==> src/hdl/touch_button_hit_test_core_defines.svh <==
// Assertion macros for the touch button hit test core.
// Included by the top level; no other dependencies.
`ifndef TOUCH_BUTTON_HIT_TEST_CORE_DEFINES_SVH
`define TOUCH_BUTTON_HIT_TEST_CORE_DEFINES_SVH

`ifndef SYNTHESIS

// Antecedent true: consequent holds in the same cycle.
`define TBHT_ASSERT_SAME(lbl, clk, rst_n, ante, cons) \
    lbl: assert property (@(posedge clk) disable iff (!rst_n) (ante) |-> (cons)) \
        else $error("assertion failed: same-cycle implication");

// Antecedent true: consequent holds in the next cycle.
`define TBHT_ASSERT_NEXT(lbl, clk, rst_n, ante, cons) \
    lbl: assert property (@(posedge clk) disable iff (!rst_n) (ante) |=> (cons)) \
        else $error("assertion failed: next-cycle implication");

`else

`define TBHT_ASSERT_SAME(lbl, clk, rst_n, ante, cons)
`define TBHT_ASSERT_NEXT(lbl, clk, rst_n, ante, cons)

`endif

`endif

==> src/hdl/tbht_pkg.sv <==
// Shared types and constants for the touch button hit test core.
// No dependencies; used by the controller, datapath and top level.
package tbht_pkg;

    localparam int RAW_W      = 10;
    localparam int CNT_W      = 4;
    localparam int COORD_W    = 12;
    localparam int NUM_W      = 20;
    localparam int GEO_W      = 14;
    localparam int DIV_CNT_W  = 5;
    localparam int CFG_IDX_W  = 3;
    localparam int CFG_DATA_W = 10;
    localparam int S_TDATA_W  = 24;
    localparam int M_TDATA_W  = 32;

    // Register indexes
    localparam logic [CFG_IDX_W-1:0] REG_COLUMNS   = 3'd0;
    localparam logic [CFG_IDX_W-1:0] REG_ROWS      = 3'd1;
    localparam logic [CFG_IDX_W-1:0] REG_HEIGHT    = 3'd2;
    localparam logic [CFG_IDX_W-1:0] REG_CAL_X_MIN = 3'd3;
    localparam logic [CFG_IDX_W-1:0] REG_CAL_X_MAX = 3'd4;
    localparam logic [CFG_IDX_W-1:0] REG_CAL_Y_MIN = 3'd5;
    localparam logic [CFG_IDX_W-1:0] REG_CAL_Y_MAX = 3'd6;

    // Reset values
    localparam logic [2:0]       RST_COLUMNS   = 3'd4;
    localparam logic [3:0]       RST_ROWS      = 4'd1;
    localparam logic [7:0]       RST_HEIGHT    = 8'd20;
    localparam logic [RAW_W-1:0] RST_CAL_X_MIN = 10'd125;
    localparam logic [RAW_W-1:0] RST_CAL_X_MAX = 10'd907;
    localparam logic [RAW_W-1:0] RST_CAL_Y_MIN = 10'd130;
    localparam logic [RAW_W-1:0] RST_CAL_Y_MAX = 10'd935;

    // Button grid geometry
    localparam int BTN_ORIGIN      = 4;
    localparam int BTN_GAP         = 5;
    localparam int BTN_TRIM        = 3;
    localparam int WIDTH_TRIM      = 6;
    localparam int WIDTH_TRIM_2COL = 9;
    localparam logic [7:0] MIN_HEIGHT = 8'd20;
    localparam logic [2:0] MAX_COLUMNS = 3'd4;

    // Saturation limits
    localparam logic [NUM_W-1:0]          SAT_MAG_NEG = 20'd2048;
    localparam logic [NUM_W-1:0]          SAT_MAG_POS = 20'd2047;
    localparam logic signed [COORD_W-1:0] SAT_HI      = 12'sh7FF;
    localparam logic signed [COORD_W-1:0] SAT_LO      = 12'sh800;

    typedef struct packed {
        logic load;
        logic mul;
        logic div_step;
        logic sat;
        logic scan_step;
        logic out_load;
    } t_cmd;

    typedef struct packed {
        logic scan_done;
        logic out_free;
    } t_stat;

endpackage

==> src/hdl/tbht_ctrl.sv <==
// Sequencer for the touch button hit test core.
// Depends on tbht_pkg for the command and status structs.
module tbht_ctrl (
    input  logic             i_clk,
    input  logic             i_rst_n,
    input  logic             i_s_tvalid,
    output logic             o_s_tready,
    input  tbht_pkg::t_stat  i_stat,
    output tbht_pkg::t_cmd   o_cmd
);

    typedef enum logic [5:0] {
        ST_IDLE = 6'b000001,
        ST_MUL  = 6'b000010,
        ST_DIV  = 6'b000100,
        ST_SAT  = 6'b001000,
        ST_SCAN = 6'b010000,
        ST_DONE = 6'b100000
    } t_state;

    localparam logic [tbht_pkg::DIV_CNT_W-1:0] DIV_LAST =
        tbht_pkg::DIV_CNT_W'(tbht_pkg::NUM_W - 1);

    t_state                           r_state, n_state;
    logic [tbht_pkg::DIV_CNT_W-1:0]   r_div_cnt, n_div_cnt;

    always_comb begin
        n_state   = r_state;
        n_div_cnt = r_div_cnt;
        o_cmd     = '0;
        o_s_tready = 1'b0;
        case (r_state)
            ST_IDLE: begin
                o_s_tready = 1'b1;
                if (i_s_tvalid) begin
                    o_cmd.load = 1'b1;
                    n_state    = ST_MUL;
                end
            end
            ST_MUL: begin
                o_cmd.mul = 1'b1;
                n_div_cnt = '0;
                n_state   = ST_DIV;
            end
            ST_DIV: begin
                o_cmd.div_step = 1'b1;
                n_div_cnt      = r_div_cnt + 1'b1;
                if (r_div_cnt == DIV_LAST) begin
                    n_state = ST_SAT;
                end
            end
            ST_SAT: begin
                o_cmd.sat = 1'b1;
                n_state   = ST_SCAN;
            end
            ST_SCAN: begin
                o_cmd.scan_step = 1'b1;
                if (i_stat.scan_done) begin
                    n_state = ST_DONE;
                end
            end
            ST_DONE: begin
                if (i_stat.out_free) begin
                    o_cmd.out_load = 1'b1;
                    n_state        = ST_IDLE;
                end
            end
            default: begin
                n_state = ST_IDLE;
            end
        endcase
    end

    always_ff @(posedge i_clk) begin
        if (!i_rst_n) begin
            r_state   <= ST_IDLE;
            r_div_cnt <= '0;
        end else begin
            r_state   <= n_state;
            r_div_cnt <= n_div_cnt;
        end
    end

endmodule

==> src/hdl/tbht_datapath.sv <==
// Datapath of the touch button hit test core: registers, scaling, divider,
// grid walk and output register. Depends on tbht_pkg.
module tbht_datapath #(
    parameter int SCREEN_WIDTH  = 320,
    parameter int SCREEN_HEIGHT = 240,
    parameter int MAX_BUTTONS   = 12
) (
    input  logic                                i_clk,
    input  logic                                i_rst_n,
    input  logic                                i_cfg_we,
    input  logic [tbht_pkg::CFG_IDX_W-1:0]      i_cfg_index,
    input  logic [tbht_pkg::CFG_DATA_W-1:0]     i_cfg_data,
    input  logic [tbht_pkg::S_TDATA_W-1:0]      i_s_tdata,
    input  logic                                i_m_tready,
    output logic                                o_m_tvalid,
    output logic [tbht_pkg::M_TDATA_W-1:0]      o_m_tdata,
    input  tbht_pkg::t_cmd                      i_cmd,
    output tbht_pkg::t_stat                     o_stat
);

    localparam int RW = tbht_pkg::RAW_W;
    localparam int NW = tbht_pkg::NUM_W;
    localparam int CW = tbht_pkg::COORD_W;
    localparam int GW = tbht_pkg::GEO_W;
    localparam int KW = tbht_pkg::CNT_W;

    localparam int W4 = SCREEN_WIDTH / 4 - tbht_pkg::WIDTH_TRIM;
    localparam int W3 = SCREEN_WIDTH / 3 - tbht_pkg::WIDTH_TRIM;
    localparam int W2 = SCREEN_WIDTH / 2 - tbht_pkg::WIDTH_TRIM_2COL;
    localparam int W1 = SCREEN_WIDTH - tbht_pkg::WIDTH_TRIM;
    localparam logic [KW:0] CAP4 = (KW+1)'(MAX_BUTTONS / 4);
    localparam logic [KW:0] CAP3 = (KW+1)'(MAX_BUTTONS / 3);
    localparam logic [KW:0] CAP2 = (KW+1)'(MAX_BUTTONS / 2);
    localparam logic [KW:0] CAP1 = (KW+1)'(MAX_BUTTONS);
    localparam logic [RW-1:0] SW_U = RW'(SCREEN_WIDTH);
    localparam logic [RW-1:0] SH_U = RW'(SCREEN_HEIGHT);
    localparam logic signed [GW-1:0] ORIGIN = GW'(tbht_pkg::BTN_ORIGIN);
    localparam logic signed [GW-1:0] GAP    = GW'(tbht_pkg::BTN_GAP);
    localparam logic signed [GW-1:0] TRIM   = GW'(tbht_pkg::BTN_TRIM);
    localparam logic signed [GW-1:0] SH_S   = GW'(SCREEN_HEIGHT);

    // One restoring-division step: returns {remainder, shifted quotient}.
    function automatic logic [RW+NW-1:0] div_step(
        input logic [NW-1:0] num,
        input logic [RW-1:0] rem,
        input logic [RW-1:0] den
    );
        logic [RW:0] t;
        logic [RW:0] d;
        t = {rem, num[NW-1]};
        d = {1'b0, den};
        if (t >= d) begin
            div_step = {RW'(t - d), num[NW-2:0], 1'b1};
        end else begin
            div_step = {t[RW-1:0], num[NW-2:0], 1'b0};
        end
    endfunction

    function automatic logic signed [CW-1:0] saturate(
        input logic [NW-1:0] q,
        input logic          neg,
        input logic          ok
    );
        logic signed [CW-1:0] v;
        if (!ok) begin
            v = '0;
        end else if (neg) begin
            if (q >= tbht_pkg::SAT_MAG_NEG) begin
                v = tbht_pkg::SAT_LO;
            end else begin
                v = -$signed({1'b0, q[CW-2:0]});
            end
        end else begin
            if (q > tbht_pkg::SAT_MAG_POS) begin
                v = tbht_pkg::SAT_HI;
            end else begin
                v = $signed({1'b0, q[CW-2:0]});
            end
        end
        saturate = v;
    endfunction

    // Configuration registers
    logic [2:0]    r_columns;
    logic [3:0]    r_rows;
    logic [7:0]    r_height;
    logic [RW-1:0] r_cal_x_min, r_cal_x_max, r_cal_y_min, r_cal_y_max;

    // Item registers
    logic [RW-1:0] r_raw_x, r_raw_y;
    logic [KW-1:0] r_cnt;
    logic          r_ok_x, r_ok_y, r_neg_x, r_neg_y;
    logic [NW-1:0] r_num_x, r_num_y;
    logic [RW-1:0] r_rem_x, r_rem_y, r_den_x, r_den_y;
    logic signed [CW-1:0] r_px, r_py;

    // Grid walk
    logic [KW-1:0] r_idx, r_hit;
    logic [2:0]    r_col;
    logic [KW:0]   r_row;
    logic signed [GW-1:0] r_bx, r_by;

    // Output register
    logic          r_m_valid;
    logic [KW-1:0] r_m_hit;
    logic signed [CW-1:0] r_m_px, r_m_py;

    logic signed [RW:0]   diff_x, diff_y, mag_x, mag_y;
    logic [NW-1:0]        prod_x, prod_y;
    logic [RW+NW-1:0]     step_x, step_y;
    logic [2:0]           c_eff;
    logic signed [GW-1:0] w, h_s, px_s, py_s, bx_right, by_bottom, y0;
    logic [7:0]           h_eff;
    logic [KW:0]          cap, r_eff, limit;
    logic                 ok, at_end, btn_valid, in_box, hit_now, last_col;

    always_comb begin
        diff_x = $signed({1'b0, r_raw_x}) - $signed({1'b0, r_cal_x_min});
        diff_y = $signed({1'b0, r_raw_y}) - $signed({1'b0, r_cal_y_min});
        mag_x  = diff_x[RW] ? -diff_x : diff_x;
        mag_y  = diff_y[RW] ? -diff_y : diff_y;
        prod_x = NW'(mag_x[RW-1:0]) * NW'(SW_U);
        prod_y = NW'(mag_y[RW-1:0]) * NW'(SH_U);
        step_x = div_step(r_num_x, r_rem_x, r_den_x);
        step_y = div_step(r_num_y, r_rem_y, r_den_y);

        if (r_columns == 3'd0) begin
            c_eff = 3'd1;
        end else if (r_columns > tbht_pkg::MAX_COLUMNS) begin
            c_eff = tbht_pkg::MAX_COLUMNS;
        end else begin
            c_eff = r_columns;
        end
        case (c_eff)
            3'd4: begin
                w   = GW'(W4);
                cap = CAP4;
            end
            3'd3: begin
                w   = GW'(W3);
                cap = CAP3;
            end
            3'd2: begin
                w   = GW'(W2);
                cap = CAP2;
            end
            default: begin
                w   = GW'(W1);
                cap = CAP1;
            end
        endcase
        h_eff = (r_height < tbht_pkg::MIN_HEIGHT) ? tbht_pkg::MIN_HEIGHT : r_height;
        h_s   = $signed({{(GW-8){1'b0}}, h_eff});
        r_eff = ({1'b0, r_rows} > cap) ? cap : {1'b0, r_rows};
        limit = ({1'b0, r_cnt} > CAP1) ? CAP1 : {1'b0, r_cnt};
        y0    = SH_S - h_s - ORIGIN;

        px_s      = $signed({{(GW-CW){r_px[CW-1]}}, r_px});
        py_s      = $signed({{(GW-CW){r_py[CW-1]}}, r_py});
        bx_right  = r_bx + w - TRIM;
        by_bottom = r_by + h_s - TRIM;
        in_box    = (px_s >= r_bx) && (px_s <= bx_right) &&
                    (py_s >= r_by) && (py_s <= by_bottom);
        ok        = r_ok_x && r_ok_y;
        at_end    = ({1'b0, r_idx} == limit);
        btn_valid = (r_row < r_eff);
        hit_now   = ok && !at_end && btn_valid && in_box;
        last_col  = (r_col == 3'(c_eff - 3'd1));

        o_stat.scan_done = !ok || at_end || hit_now;
        o_stat.out_free  = !r_m_valid || i_m_tready;
    end

    // Configuration and output valid: control state, reset.
    always_ff @(posedge i_clk) begin
        if (!i_rst_n) begin
            r_columns   <= tbht_pkg::RST_COLUMNS;
            r_rows      <= tbht_pkg::RST_ROWS;
            r_height    <= tbht_pkg::RST_HEIGHT;
            r_cal_x_min <= tbht_pkg::RST_CAL_X_MIN;
            r_cal_x_max <= tbht_pkg::RST_CAL_X_MAX;
            r_cal_y_min <= tbht_pkg::RST_CAL_Y_MIN;
            r_cal_y_max <= tbht_pkg::RST_CAL_Y_MAX;
            r_m_valid   <= 1'b0;
        end else begin
            if (i_cfg_we) begin
                case (i_cfg_index)
                    tbht_pkg::REG_COLUMNS:   r_columns   <= i_cfg_data[2:0];
                    tbht_pkg::REG_ROWS:      r_rows      <= i_cfg_data[3:0];
                    tbht_pkg::REG_HEIGHT:    r_height    <= i_cfg_data[7:0];
                    tbht_pkg::REG_CAL_X_MIN: r_cal_x_min <= i_cfg_data;
                    tbht_pkg::REG_CAL_X_MAX: r_cal_x_max <= i_cfg_data;
                    tbht_pkg::REG_CAL_Y_MIN: r_cal_y_min <= i_cfg_data;
                    tbht_pkg::REG_CAL_Y_MAX: r_cal_y_max <= i_cfg_data;
                    default: ;
                endcase
            end
            if (i_cmd.out_load) begin
                r_m_valid <= 1'b1;
            end else if (i_m_tready) begin
                r_m_valid <= 1'b0;
            end
        end
    end

    // Payload registers
    always_ff @(posedge i_clk) begin
        if (i_cmd.load) begin
            r_raw_x <= i_s_tdata[RW-1:0];
            r_raw_y <= i_s_tdata[2*RW-1:RW];
            r_cnt   <= i_s_tdata[2*RW+KW-1:2*RW];
        end
        if (i_cmd.mul) begin
            r_ok_x  <= (r_cal_x_max > r_cal_x_min);
            r_ok_y  <= (r_cal_y_max > r_cal_y_min);
            r_neg_x <= diff_x[RW];
            r_neg_y <= diff_y[RW];
            r_num_x <= prod_x;
            r_num_y <= prod_y;
            r_rem_x <= '0;
            r_rem_y <= '0;
            r_den_x <= r_cal_x_max - r_cal_x_min;
            r_den_y <= r_cal_y_max - r_cal_y_min;
        end
        if (i_cmd.div_step) begin
            {r_rem_x, r_num_x} <= step_x;
            {r_rem_y, r_num_y} <= step_y;
        end
        if (i_cmd.sat) begin
            r_px  <= saturate(r_num_x, r_neg_x, r_ok_x);
            r_py  <= saturate(r_num_y, r_neg_y, r_ok_y);
            r_idx <= '0;
            r_col <= '0;
            r_row <= '0;
            r_bx  <= ORIGIN;
            r_by  <= y0;
            r_hit <= r_cnt;
        end
        if (i_cmd.scan_step) begin
            if (hit_now) begin
                r_hit <= r_idx;
            end else if (!o_stat.scan_done) begin
                // Advance to the next button of the grid
                r_idx <= r_idx + 1'b1;
                if (last_col) begin
                    r_col <= '0;
                    r_row <= r_row + 1'b1;
                    r_bx  <= ORIGIN;
                    r_by  <= r_by - h_s - GAP;
                end else begin
                    r_col <= r_col + 1'b1;
                    r_bx  <= r_bx + w + GAP;
                end
            end
        end
        if (i_cmd.out_load) begin
            r_m_hit <= r_hit;
            r_m_px  <= r_px;
            r_m_py  <= r_py;
        end
    end

    assign o_m_tvalid = r_m_valid;
    assign o_m_tdata  = {{(tbht_pkg::M_TDATA_W - KW - 2*CW){1'b0}},
                         r_m_py, r_m_px, r_m_hit};

endmodule

==> src/hdl/touch_button_hit_test_core.sv <==
// Top level of the touch button hit test core; depends on tbht_pkg, tbht_ctrl, tbht_datapath.
// Flow: a new item is taken only in idle, once the last result is in the output register;
// the scan ends at the first hit, after min(count, MAX_BUTTONS) buttons on a miss, or at
// once on bad calibration; a held result adds stalls. Accept to result valid: multiply, 20
// divide steps (one quotient bit per cycle, both axes in parallel), saturate, scan, hand-off.
// Reset: synchronous, active low; loads the default calibration and grid registers.
`include "touch_button_hit_test_core_defines.svh"

module touch_button_hit_test_core #(
    parameter int SCREEN_WIDTH  = 320,
    parameter int SCREEN_HEIGHT = 240,
    parameter int MAX_BUTTONS   = 12
) (
    input  logic                              i_clk,
    input  logic                              i_rst_n,
    // Configuration write port
    input  logic                              i_cfg_we,
    input  logic [tbht_pkg::CFG_IDX_W-1:0]    i_cfg_index,
    input  logic [tbht_pkg::CFG_DATA_W-1:0]   i_cfg_data,
    // Input beat
    input  logic                              i_s_tvalid,
    output logic                              o_s_tready,
    // [9:0] raw_x, [19:10] raw_y, [23:20] buttons_to_check
    input  logic [tbht_pkg::S_TDATA_W-1:0]    i_s_tdata,
    // Result beat
    output logic                              o_m_tvalid,
    input  logic                              i_m_tready,
    // [3:0] hit_index, [15:4] mapped_x, [27:16] mapped_y, [31:28] zero
    output logic [tbht_pkg::M_TDATA_W-1:0]    o_m_tdata
);

    tbht_pkg::t_cmd  cmd;
    tbht_pkg::t_stat stat;

    // Sequencer: idle -> multiply -> divide -> saturate -> grid scan -> hand off.
    tbht_ctrl u_ctrl (
        .i_clk      (i_clk),
        .i_rst_n    (i_rst_n),
        .i_s_tvalid (i_s_tvalid),
        .o_s_tready (o_s_tready),
        .i_stat     (stat),
        .o_cmd      (cmd)
    );

    // Datapath: holds calibration, scales both axes, walks the button grid
    // and keeps the result in an output register so the next beat can be
    // taken while the result waits.
    tbht_datapath #(
        .SCREEN_WIDTH  (SCREEN_WIDTH),
        .SCREEN_HEIGHT (SCREEN_HEIGHT),
        .MAX_BUTTONS   (MAX_BUTTONS)
    ) u_dp (
        .i_clk       (i_clk),
        .i_rst_n     (i_rst_n),
        .i_cfg_we    (i_cfg_we),
        .i_cfg_index (i_cfg_index),
        .i_cfg_data  (i_cfg_data),
        .i_s_tdata   (i_s_tdata),
        .i_m_tready  (i_m_tready),
        .o_m_tvalid  (o_m_tvalid),
        .o_m_tdata   (o_m_tdata),
        .i_cmd       (cmd),
        .o_stat      (stat)
    );

    // Once a beat is taken, the block stays busy for the next cycle.
    `TBHT_ASSERT_NEXT(a_busy_after_accept, i_clk, i_rst_n, i_s_tvalid && o_s_tready, !o_s_tready)
    // A result is only loaded into a free output slot.
    `TBHT_ASSERT_SAME(a_load_into_free, i_clk, i_rst_n, cmd.out_load, stat.out_free)
    // Loading the output register raises the result valid.
    `TBHT_ASSERT_NEXT(a_load_shows_valid, i_clk, i_rst_n, cmd.out_load, o_m_tvalid)

endmodule

==> config.mk <==
export PLATFORM = sky130hd
export DESIGN_NAME = touch_button_hit_test_core
export DESIGN_NICKNAME = d
export VERILOG_FILES = /design/src/hdl/tbht_pkg.sv /design/src/hdl/tbht_ctrl.sv /design/src/hdl/tbht_datapath.sv /design/src/hdl/touch_button_hit_test_core.sv
export VERILOG_INCLUDE_DIRS = /design/src /design/src/hdl
export SDC_FILE = /design/constraint.sdc
export NUM_CORES = 1
export LEC_CHECK = 0
export BUFFER_PORTS_ARGS = -buffer_cell sky130_fd_sc_hd__buf_2
export CORE_UTILIZATION = 42
export DETAILED_ROUTE_END_ITERATION = 8
export GPL_ROUTABILITY_DRIVEN = 0
export PLACE_DENSITY = 0.57
export SKIP_LAST_GASP = 1
export SLEW_MARGIN = 20
export SYNTH_ARGS = -nofsm -noshare
export SYNTH_HDL_FRONTEND = slang
export SYNTH_SLANG_ARGS = --single-unit
==> constraint.sdc <==
create_clock -name i_clk -period 17.22 [get_ports i_clk]
set_input_delay 1.722 -clock i_clk [delete_from_list [all_inputs] [get_ports i_clk]]
set_output_delay 1.722 -clock i_clk [all_outputs]
set_load 0.005 [all_outputs]
* Word-level counts from Yosys, hierarchy flattened *
Cells that the tools add are included.

operators by class
  $add $sub $neg = 24
  $mul = 2
  order comparisons = 17
  equality and inequality tests = 22
  mux-type cells = 68
  reduce and logical (&&, ||, !) cells = 26

operators with widths
  cell                                                                                    count
  14-bit 2-to-1 mux                                                                       10
  20-bit 2-to-1 mux                                                                       4
  30-bit 2-to-1 mux                                                                       2
  10-bit 2-to-1 mux                                                                       5
  12-bit 2-to-1 mux                                                                       4
  20-bit by 12-bit greater-or-equal comparator with 1-bit output (second input constant)  2
  20-bit by 11-bit > comparator with 1-bit output (second input constant)                 2
  10-bit subtractor                                                                       4
  4-bit 2-to-1 mux                                                                        9
  6-bit one-hot mux with 6 select lines                                                   1
  12-bit by 14-bit greater-or-equal comparator with 1-bit output                          2
  12-bit by 14-bit less-or-equal comparator with 1-bit output                             2
  14-bit by 3-bit subtractor with 14-bit output (second input constant)                   2
  14-bit by 4-bit subtractor with 14-bit output (second input constant)                   2
  9-bit one-hot mux with 3 select lines                                                   1
  5-bit 2-to-1 mux                                                                        5
  6-bit 2-to-1 mux                                                                        4
  11-bit negation with 12-bit output                                                      2
  11-bit by 10-bit greater-or-equal comparator with 1-bit output                          2
  11-bit 2-to-1 mux                                                                       2
  10-bit by 10-bit subtractor with 11-bit output                                          2
  3-bit 2-to-1 mux                                                                        7
  10-bit > comparator                                                                     2
  10-bit negation                                                                         2
  other kinds (41)                                                                        79

word-level totals
  register bits after elaboration = 271
  input bits = 42
  output and inout port bits = 34
  logic and storage cells = 193

* Longest topological paths before layout *
  depth after elaboration = 16
  depth in mapped cells = 30
  mapped depth without buffers = 28

* By module *
A second synthesis with hierarchy kept.

unflattened totals
  cells, all modules = 2119
  area, all modules = 19616.3 µm²

by module, submodules not included
  module         instances  cells an instance  area an instance (µm²)  seq. area each (µm²)
  tbht_datapath  1          2038               18949.4                 6806.5
  tbht_ctrl      1          81                 666.9                   220.2

* Worst setup path before layout *
Ideal clock, no wire load.

  path type = register to register
  start point = register u_dp.r_raw_y[0]
  end point = register u_dp.r_num_y[16] (data pin)
  setup time = 0.267 ns
  arrival time = 5.536 ns
  required time = 16.953 ns
  path slack = 11.417 ns
  stages on the path, launching flop included = 27
  path buffers = 1
  clock period less this slack = 5.803 ns
  cell sequence = edfxtp_1 -> inv_1 -> ha_1 -> inv_1 -> fa_1 -> a21o_1 -> a21oi_1 -> o21bai_1 -> a21oi_1 -> o21bai_1 -> a21oi_1 -> o21a_1 -> clkbuf_1 -> nor2b_1 -> xor2_1 -> fa_1 -> fa_1 -> ha_1 -> a21o_1 -> a21oi_1 -> o21bai_1 -> a21oi_1 -> o21bai_1 -> a31o_2 -> a21oi_1 -> xor2_1 -> o21ai_0

on the way
  elaborated cells on any way between the ends = 6
  classes of those cells = add/sub (2); mul (1); mux (3)

RTL lines
  element                                         line                  RTL
  start: declaration                              tbht_datapath.sv:90   logic [RW-1:0] r_raw_x, r_raw_y;
  start signal: assignment                        tbht_datapath.sv:210  r_raw_y <= i_s_tdata[2*RW-1:RW];
  10-bit by 10-bit subtractor with 11-bit output  tbht_datapath.sv:119  diff_y = $signed({1'b0, r_raw_y}) - $signed({1'b0, r_cal_y_min});
  via u_dp.diff_y[10]                             tbht_datapath.sv:108  logic signed [RW:0] diff_x, diff_y, mag_x, mag_y;
  10-bit 2-to-1 mux                               tbht_datapath.sv:121  mag_y = diff_y[RW] ? -diff_y : diff_y;
  10-bit by 4-bit multiplier with 14-bit output   tbht_datapath.sv:123  prod_y = NW'(mag_y[RW-1:0]) * NW'(SH_U);
  20-bit 2-to-1 mux                               tbht_datapath.sv:213  if (i_cmd.mul) begin
  20-bit 2-to-1 mux                               tbht_datapath.sv:225  if (i_cmd.div_step) begin
  end signal: assignment                          tbht_datapath.sv:219  r_num_y <= prod_y;
  end signal: assignment                          tbht_datapath.sv:227  {r_rem_y, r_num_y} <= step_y;
  end: declaration                                tbht_datapath.sv:93   logic [NW-1:0] r_num_x, r_num_y;

The timed path passes the listed nets, and every way through them passes these cells. The select of a mux whose other input is x is not followed.
A chain may end at the register's enable or synchronous reset.

* Final worst setup path *
  start point = register u_dp.r_columns[2]
  end point = register u_dp.r_by[13]

on the way
  word-level cells in the longest chain between the ends = 16
  elaborated cells on any way between the ends = 27
  classes of those cells = add/sub (3); order compare (4); eq/ne (4); mux (9); reduce/logical (7)

ends and longest elaborated chain
  element                                                                                       line                  RTL
  start: declaration                                                                            tbht_datapath.sv:84   logic [2:0] r_columns;
  start signal: assignment                                                                      tbht_datapath.sv:177  r_columns <= tbht_pkg::RST_COLUMNS;
  start signal: assignment                                                                      tbht_datapath.sv:188  tbht_pkg::REG_COLUMNS: r_columns <= i_cfg_data[2:0];
  3-bit > comparator                                                                            tbht_datapath.sv:129  end else if (r_columns > tbht_pkg::MAX_COLUMNS) begin
  3-bit 2-to-1 mux                                                                              tbht_datapath.sv:129
  3-bit 2-to-1 mux *                                                                            tbht_datapath.sv:127  if (r_columns == 3'd0) begin
  3-bit by 2-bit equality test with 1-bit output / 3-bit equality test (equally long branches)  tbht_datapath.sv:134  case (c_eff)
  9-bit one-hot mux with 3 select lines                                                         tbht_datapath.sv:134
  14-bit by 10-bit adder with 14-bit output                                                     tbht_datapath.sv:160  bx_right = r_bx + w - TRIM;
  14-bit by 3-bit subtractor with 14-bit output                                                 tbht_datapath.sv:160
  12-bit by 14-bit less-or-equal comparator with 1-bit output                                   tbht_datapath.sv:162  in_box = (px_s >= r_bx) && (px_s <= bx_right) &&
  1-bit logical AND (2 in a row)                                                                tbht_datapath.sv:162
  1-bit logical AND                                                                             tbht_datapath.sv:163  (py_s >= r_by) && (py_s <= by_bottom);
  1-bit logical AND                                                                             tbht_datapath.sv:167  hit_now = ok && !at_end && btn_valid && in_box;
  1-bit logical OR                                                                              tbht_datapath.sv:170  o_stat.scan_done = !ok || at_end || hit_now;
  14-bit 2-to-1 mux                                                                             tbht_datapath.sv:242  end else if (!o_stat.scan_done) begin
  14-bit 2-to-1 mux *                                                                           tbht_datapath.sv:240  if (hit_now) begin
  14-bit 2-to-1 mux *                                                                           tbht_datapath.sv:239  if (i_cmd.scan_step) begin
  end signal: assignment                                                                        tbht_datapath.sv:236  r_by <= y0;
  end signal: assignment                                                                        tbht_datapath.sv:249  r_by <= r_by - h_s - GAP;
  end: declaration                                                                              tbht_datapath.sv:101  logic signed [GW-1:0] r_bx, r_by;

Mark *: on every way between the ends. The rest lies on a longest branch, timed or not.

==> results.toml <==
[outcome]
status = "completed"

[cells_and_area]
stdcell_area_um2 = 21100
drive_above_1_share_pct = 8.38
area_growth_syn_to_layout_pct = 11.3
diodes = 0
nNetsFinal = 2386
finalNonFillerCells = 2715

[drt]
drc = 0
wl_um = 43900
num_vias = 14320
drt_first_iter_violations = 661
drt-met1-wl_um = 21400
wire_per_inst_um = 16.2
avgViaCountPerCell = 5.27
drt_first_pass_iters = 4
wl_met2_um = 20000
highest_layer = "met4"
detail-route-antenna-nets = 0
routed-wl-met3_um = 1350

[setup_path]
critPathCaptureType = "register"
cpPeakStageDelay_ns = 0.69
crit_family = "simple AND/OR/NAND/NOR gates"
r2r-start = "u_dp.r_columns[2]"
r2r_cells = 26
r2r-end = "u_dp.r_by[13]"
cp.buffers_inverters = 2
required_ns = 17.65
critPathLaunchType = "register"
r2r_setup_slack_ns = 10.39
crit_top_cell = "ha_1"
crit_slowest_cell = "nand3_2"
cp.arrival_ns = 7.26
crit_fanout = 34
critical_path_class = "reg -> reg"

[die]
die_area_um2 = 46100
core-area_um2 = 44400
rows = 77
die_h_um = 215
design.portCount = 76
die_width_um = 215
start_util_pct = 42.8

[global_routing]
grt_pass1_wl_um = 72200
grt_max_degree = 68
overflow = 0
grt_pass1_vias = 14055
grtUsageTotal_pct = 19.4
antenna_found_initial = 0

[synth]
netlist_instances = 2027
netlist_area_um2 = 19000
synth-seq-area-share_pct = 37.0
yosysWarnings = 0
async_flop_share_pct = 0
ys.flop_type = "edfxtp_1"
synth_edf_count = 160
avgSynthCellArea_um2 = 9.37
synth.distinct_cells = 94
ys_ff_latch = 271

[sta]
tns_ns = 0
finalCritPeriodShare_pct = 39.7
maxSlewViolCount = 0
finalHoldViolCount = 0
max_slew.worst_pin.slew_ns = 1.15
relSlewSlack_pct = 22.5
fmax_ghz = 0.146
rsz0062_at_grt = "no"
hold_ws_ns = 0.439
period_minus_slack_ns = 6.83
skew_ns = 0.0161
setup_violations = 0

[place]
port_buffers = 71
placed_area_um2 = 20000
placed_cells_incl_taps = 2653
hpwl_um = 33600

[power_and_ir_drop]
power_uw = 2950
p_leak_uw = 0.00880
power_density_nw_per_um2 = 139
vdd_drop_max_mv = 0.121

[clocking]
cts_hold_buf = 0
clock_latency_ns = 0.54
cts_tree = "done"
postCtsSetupRepairBufs = 0
cts_max_path_buffers = 3
cts_max_level = 2
cts.sinks = 271
cts_resized = 0
root_buffer = "clkbuf_16"
path_clk_slew_ns = 0.06
cts_buffers = 34

[flow_run]
cap_violations = 0

[worst_hold_path]
hold_depth = 0
min_from = "u_dp.r_hit[0]"
min_to = "u_dp.r_m_hit[0]"
hp-class = "reg -> reg"
worst reg2reg max path, delay by kind of cell, from the launching register on:
family,cells,cell delay (ns)
muxes,1,0.42
xor gates and xnor gates,2,0.33
AOI/OAI and AO/OA,7,1.50
and+or+nand+nor,10,2.61
buffers and inverters,2,0.20
DFF,1,0.39
adders and majority gates,4,1.26
worst max path at each step:
| stage | startpoint | end | slack [ns] | depth (start not counted) |
|---|---|---|---|---|
| 2_1_floorplan | u_dp.r_raw_y[0] | u_dp.r_num_y[16] | 11.42 | 26 |
| 3_3_place_gp | u_dp.r_columns[2] | u_dp.r_by[11] | 10.68 | 26 |
| 3_5_place_dp | u_dp.r_columns[2] | u_dp.r_by[13] | 10.45 | 26 |
| 4_1_cts | u_dp.r_columns[2] | u_dp.r_by[13] | 10.41 | 26 |
| 5_1_grt | u_dp.r_columns[2] | u_dp.r_bx[4] | 9.77 | 26 |
| 6_report | u_dp.r_columns[2] | u_dp.r_by[13] | 10.39 | 26 |
through the flow:
step           worst slack [ns]  util, %
3_5_place_dp              10.45     45.0
5_1_grt                    9.77     47.6
2_1_floorplan             11.42        -
3_3_place_gp              10.68     45.0
4_1_cts                   10.41     47.6
6_report                  10.39     47.6
synthesized netlist by cell type, types with 11 or more instances:
| library cell | number | area, um^2 |
|---|---|---|
| a211oi_1 | 18 | 135 |
| a21boi_0 | 41 | 308 |
| a21o_1 | 34 | 255 |
| a21oi_1 | 114 | 571 |
| a31oi_1 | 14 | 87.6 |
| and2_1 | 28 | 175 |
| and3_1 | 11 | 68.8 |
| clkbuf_1 | 43 | 161 |
| dfxtp_1 | 111 | 2220 |
| edfxtp_1 | 160 | 4800 |
| fa_1 | 27 | 541 |
| ha_1 | 220 | 2750 |
| inv_1 | 174 | 653 |
| mux2i_1 | 29 | 290 |
| nand2_1 | 196 | 736 |
| nand2b_1 | 31 | 194 |
| nand3_1 | 50 | 250 |
| nand4_1 | 25 | 156 |
| nor2_1 | 160 | 601 |
| nor2b_1 | 40 | 250 |
| nor3_1 | 41 | 205 |
| nor3b_1 | 16 | 120 |
| o211ai_1 | 22 | 165 |
| o21a_1 | 26 | 195 |
| o21ai_0 | 85 | 425 |
| o22ai_1 | 13 | 81.3 |
| o31ai_1 | 13 | 97.6 |
| or3_1 | 15 | 93.8 |
| xnor2_1 | 81 | 709 |
| xor2_1 | 49 | 429 |
per-layer routing:
| layer | up-vias | global-route usage (%) |
|---|---|---|
| met3 | 69 | 2.41 |
| met1 | 6670 | 26.0 |
| met2 | 232 | 32.2 |
| li1 | 7349 | - |
| met4 | 0 | 6.48 |
| met5 | - | 0 |
layout by cell type, fill, tap and decap left out, drive strengths merged, types with 40 or more instances in the layout:
master and n:
dfxtp 111, nand3 52, xnor2 84, nor2 160, o21ai 87, buf 83, ha 220, edfxtp 160
clkbuf 48, a21boi 44, nor3 42, inv 178, a21oi 115, xor2 51, nor2b 40, nand2 196
registers in the layout, summed over array words and instances (netlist names), 12 cells and up:
signal,flops
u_dp.r_m_py,12
u_dp.r_m_px,12
u_dp.r_by,14
u_dp.r_px,12
u_dp.r_py,12
u_dp.r_num_y,20
u_dp.r_num_x,20
u_dp.r_bx,14
layout make-up:
| type | count | area, um^2 |
|---|---|---|
| timing repair buffer | 83 | 445 |
| clock buffer | 48 | 986 |
| tap | 592 | 741 |
| multi-input combinational | 1532 | 11100 |
| fill | 4248 | 23300 |
| inverter | 175 | 657 |
| sequential | 271 | 7030 |
| clock inverter | 14 | 170 |
power breakdown:
part	leakage, uW	switching [uW]	internal [uW]
Sequential	0.00236	35.9	816
Clock	0.000565	284	448
Combinational	0.00588	735	629
cells by family (layout without fill, tap and decap cells):
kind of cell | after synthesis | in the layout | synth area share [%]
xor+xnor | 136 | 136 | 6.54
other cells | 1 | 4 | 0.0197
simple gates | 664 | 664 | 17.2
buf+inv | 227 | 320 | 4.62
compound gates | 446 | 446 | 15.4
mux | 35 | 35 | 1.88
fa+ha+maj | 247 | 247 | 17.3
flops | 271 | 271 | 37.0
Power figures use the tool's default switching activity.
